### config.mk
export PLATFORM = sky130hd
export DESIGN_NAME = rc4_ctrl
export DESIGN_NICKNAME = d
export VERILOG_FILES = /design/src/design/rc4_pkg.sv /design/src/design/rc4_ctrl.sv
export SDC_FILE = /design/constraint.sdc
export NUM_CORES = 1
export LEC_CHECK = 0
export BUFFER_PORTS_ARGS = -buffer_cell sky130_fd_sc_hd__buf_4
export CAP_MARGIN = 20
export CORE_UTILIZATION = 50
export DETAILED_ROUTE_END_ITERATION = 7
export MAX_ROUTING_LAYER = met4
export PLACE_DENSITY_LB_ADDON = 0.08
export RECOVER_POWER = 100
export SLEW_MARGIN = 5
export SYNTH_ARGS = -nofsm -noshare
export SYNTH_HDL_FRONTEND = slang
export SYNTH_SLANG_ARGS = --single-unit
### constraint.sdc
create_clock -name clk -period 3.1 [get_ports clk]
set_input_delay 0 -clock clk [delete_from_list [all_inputs] [get_ports clk]]
set_output_delay 0 -clock clk [all_outputs]
set_load 0.05 [all_outputs]
### src/design/rc4_pkg.sv
package rc4_pkg;

    localparam int BYTE_W     = 8;
    localparam int PERM_DEPTH = 256;
    localparam int PERM_AW    = 8;

    typedef logic [BYTE_W-1:0] byte_t;

    typedef struct packed {
        logic key_load;
        logic data_load;
        logic init_step;
        logic ks_rd;
        logic ks_acc;
        logic ks_wn;
        logic ks_wa;
        logic dt_i;
        logic dt_j;
        logic dt_t;
        logic dt_k;
        logic emit;
    } cmd_t;

    typedef struct packed {
        logic keyed;
        logic out_free;
        logic n_last;
    } status_t;

endpackage

### src/design/rc4_ctrl.sv
module rc4_ctrl (
    input  logic                clk,
    input  logic                rst_n,
    input  logic                in_valid,
    input  logic                in_mode,
    input  logic                in_last,
    input  rc4_pkg::status_t    status,
    output logic                in_ready,
    output rc4_pkg::cmd_t       cmd
);

    typedef enum logic [10:0] {
        ST_IDLE   = 11'b000_0000_0001,
        ST_INIT   = 11'b000_0000_0010,
        ST_KS_RD  = 11'b000_0000_0100,
        ST_KS_ACC = 11'b000_0000_1000,
        ST_KS_WN  = 11'b000_0001_0000,
        ST_KS_WA  = 11'b000_0010_0000,
        ST_DT_I   = 11'b000_0100_0000,
        ST_DT_J   = 11'b000_1000_0000,
        ST_DT_T   = 11'b001_0000_0000,
        ST_DT_K   = 11'b010_0000_0000,
        ST_EMIT   = 11'b100_0000_0000
    } state_t;

    state_t state_reg, state_next;

    always_comb
    begin
        state_next = state_reg;
        cmd        = '0;
        in_ready   = 1'b0;
        case (state_reg)
            ST_IDLE:
            begin
                in_ready = 1'b1;
                if (in_valid)
                begin
                    if (!in_mode)
                    begin
                        cmd.key_load = 1'b1;
                        if (in_last)
                        begin
                            state_next = ST_INIT;
                        end
                    end
                    else
                    begin
                        cmd.data_load = 1'b1;
                        state_next    = status.keyed ? ST_DT_I : ST_EMIT;
                    end
                end
            end
            ST_INIT:
            begin
                cmd.init_step = 1'b1;
                if (status.n_last)
                begin
                    state_next = ST_KS_RD;
                end
            end
            ST_KS_RD:
            begin
                cmd.ks_rd  = 1'b1;
                state_next = ST_KS_ACC;
            end
            ST_KS_ACC:
            begin
                cmd.ks_acc = 1'b1;
                state_next = ST_KS_WN;
            end
            ST_KS_WN:
            begin
                cmd.ks_wn  = 1'b1;
                state_next = ST_KS_WA;
            end
            ST_KS_WA:
            begin
                cmd.ks_wa  = 1'b1;
                state_next = status.n_last ? ST_IDLE : ST_KS_RD;
            end
            ST_DT_I:
            begin
                cmd.dt_i   = 1'b1;
                state_next = ST_DT_J;
            end
            ST_DT_J:
            begin
                cmd.dt_j   = 1'b1;
                state_next = ST_DT_T;
            end
            ST_DT_T:
            begin
                cmd.dt_t   = 1'b1;
                state_next = ST_DT_K;
            end
            ST_DT_K:
            begin
                cmd.dt_k   = 1'b1;
                state_next = ST_EMIT;
            end
            ST_EMIT:
            begin
                if (status.out_free)
                begin
                    cmd.emit   = 1'b1;
                    state_next = ST_IDLE;
                end
            end
            default:
            begin
                state_next = ST_IDLE;
            end
        endcase
    end

    always_ff @(posedge clk or negedge rst_n)
    begin
        if (!rst_n)
        begin
            state_reg <= ST_IDLE;
        end
        else
        begin
            state_reg <= state_next;
        end
    end

endmodule

==> results.md <==
* First-pass GRT wire length at 2939 um
* DR DRC count at 0
* Post-CTS Hold Buffers at 5
* Combinational Power Share at ~56%
* Cell Pwr Density at between 700 and 800 mW/mm2
* TritonCTS Buffers at 3
* Post-synth ARST share at 100.0%
* Tightest Pin Transition at about 0.7 ns
* RePlAce Congestion at 0.8570
* Number of global-route vias before repair at ~640
* Number of flip-flops under the largest register name at 11
* Final min period at 2.538 ns
* Max clock buf depth at 2
* Switching power share of the total at 49.06%
* Final number of max-transition violations at 0
* Startpoint Class: register
* Worst Path Class, Setup: reg2out
* Slack of the critical path at approximately 0.56 ns
* Post-detailed-route via-to-cell ratio at between 5 and 6
* Critical Path End Type: output port
* Critical path buffers and inverters at 1
* Arrival @ worst endpoint at 2.54 ns
* Required arrival time at the worst endpoint at 3.10 ns
* Main flop type after synthesis: dfrtp_1
* Global Route Usage Sum at about a quarter
* I/O pins at 21
* Syn Area/Cell at 9.361 um2
* Setup TNS after final layout at 0 ns
* Number of warnings issued by yosys at 0
* Die boundary height at 41.42 um
* Highest clock rate at 0.3940 GHz
* Number of nets with antenna violations after detailed routing at 0
* Effective utilization at floorplan at 56.87%
* Horizontal die dimension at 41.42 um
* Net switching power at 348.5 uW
* Syn Inst Count at 83
* Port-buffer cells at 20
* Area growth from synthesis to layout at 20.13%
* Post-CTS repair timing setup buffer count at 0
* Synth cell types at 35
* Clk pin slew, worst setup/hold paths at about 0.070 ns
* CTS tree: done
* Kind of cell adding the most delay to the critical path: simple AND/OR/NAND/NOR gates
* Worst path cell trace: nor4_1 > nor2b_1 > nand3_1 > nor3b_1 > clkbuf_1
* WL final at 1844 um
* Slowest cell on the critical path: nor4_1
* Number of synthesized flops with an enable pin at 0
* Worst setup skew after layout at 0.006883 ns
* Setup Viol. Count Final at 0
* # resized after CTS at 0
* Worst hold-check path type: in2reg
* Number of placed cells counting well taps at ~120
* Core Footprint at 0.001366 mm2
* Synth Cell Area at a little under 800 um2
* Initial DRT Pass Iterations at 4
* Standby leakage power at 0.4179 nW
* RSZ-0062 raised after global routing: no
* Post-route fraction of the period consumed by the critical path at between 80% and 90%
* Net count of the finished layout at about 120
* Flip-flop and latch count after synthesis at 11
* Remaining max-slew budget at the tightest pin at 53.08%
* Internal power at 361.8 uW
* Root cell of the clock tree: clkbuf_4
* Wire length per cell at approximately 15 um
* Crit path max fanout at 8
* Count of max-cap constraint violations at 0
* Ratio of cells with drive above 1 in the final layout at between 10% and 20%
* IR drop worst, VDD at 0.0004432 V
* Antenna Cells at 0
* Clock sink total at 11
* Sequential element share of the synthesized area at 35.59%
* Starting DRC count in detailed routing at 26
* Crit-path max cell delay at 0.62 ns
* Largest net degree at the start of global routing at 12
* Dpl ws at 1.219 ns
* Overall via count from detail_route at roughly 720
* Hold Violations, Final at 0
* Number of H-tree levels at 1
* Remaining global-route overflow at 0
* Count of standard-cell rows at 13
* Initial antenna violation count at 0
* Outcome: complete, no violations
* Clock network latency to the later pin of the worst-skew pair at about 0.27 ns
* Clock network fraction of total power at 14.6%
* Detailed placement HPWL at between 1000 and 1500 um
* Fraction of power consumed by sequential logic at 29.3%
* Die ar. at 0.001716 mm2
* Number of nets produced by synthesis at 91
* Post-layout instance count excluding filler cells at 124
## cell type report
class                      instances  area, um2
inverter                           6      22.52
multi-input combinational         63      441.7
tap                               15      18.77
clock buffer                       4      26.28
sequential                        11      276.5
fill                             129      432.9
timing repair buffer              25      147.6
## worst paths after layout
| path | from | endpoint | slack (ns) | cells after the start |
|---|---|---|---|---|
| min reg2reg | state_reg[10] | state_reg[5] | 0.60 | 1 |
| max reg2reg | state_reg[2] | state_reg[1] | 0.63 | 5 |
| max in group asynchronous | rst_n | state_reg[3] | 2.47 | 2 |
| max | state_reg[2] | cmd[3] | 0.56 | 5 |
| min | in_mode | state_reg[6] | 0.06 | 3 |
| min in group asynchronous | rst_n | state_reg[10] | 0.23 | 2 |
## cell usage after synthesis (all sizes together), types with 3 or more instances
cell / count / area, um2
nor3b: 9 / 67.56
nand2: 4 / 15.01
nor3: 3 / 15.01
o21ai: 3 / 15.01
and4b: 4 / 40.04
a21oi: 4 / 20.02
buf: 3 / 30.03
dfrtp: 10 / 250.2
inv: 6 / 22.52
nor2: 9 / 33.78
## worst reg2reg max path: stages, from the launching register on
cell and delay, ns:
dfrtp_1 0.47, nor4_1 0.62, nand4_1 0.27, o22ai_2 0.30
o32ai_1 0.12, dlygate4sd3_1 0.57
## layout by cell type, fill, tap and decap left out, types with 2 or more instances in the layout
cell type and instances:
nand4_1 2, buf_4 6, nor3b_1 9, inv_1 6
nor3_1 3, o21ai_0 3, nand3_1 2, and3_1 2
a21oi_1 4, clkbuf_1 15, clkbuf_4 3, and4b_1 4
dlygate4sd3_1 5, nand2_1 4, dfrtp_1 10, nor2_1 9
xor2_1 2
## power groups by stage
stage | registers, mW | clock network, mW | logic (mW)
2_1_floorplan | 0.194 | 0 | 0.327
3_3_place_gp | 0.208 | 0 | 0.398
3_5_place_dp | 0.210 | 0 | 0.405
4_1_cts | 0.208 | 0.104 | 0.420
5_1_grt | 0.211 | 0.112 | 0.436
6_report | 0.208 | 0.104 | 0.399
## layer usage
metal  GRT usage [%]  vias to the layer above  routed length [um]
li1                -                      361                   -
met1           30.62                      338                 901
met2           36.25                       23                 841
met3           4.348                        2                  86
met4           7.742                        0                  14
met5               -                        -                   0
## cell families after synthesis
| logic type | after synthesis | synth area share (%) |
|---|---|---|
| XOR/XNOR | 2 | 2.255 |
| AND/OR/NAND/NOR | 45 | 40.10 |
| AO/OA/AOI/OAI | 15 | 14.01 |
| multiplexers | 1 | 1.288 |
| buffers and inverters | 9 | 6.763 |
| flip-flops | 11 | 35.59 |
## per-stage QoR
stage	hold WS [ns]	util (%)	power, mW	instance area, um2
2_1_floorplan	-0.2956	-	0.5211	777.0
3_3_place_gp	-0.1586	67.03	0.6061	915.9
3_5_place_dp	-0.1550	67.03	0.6154	915.9
4_1_cts	0.05639	72.62	0.7321	992.2
5_1_grt	0.06533	68.32	0.7593	933.4
6_report	0.06021	68.32	0.7102	933.4
Power figures use the tool's default switching activity.
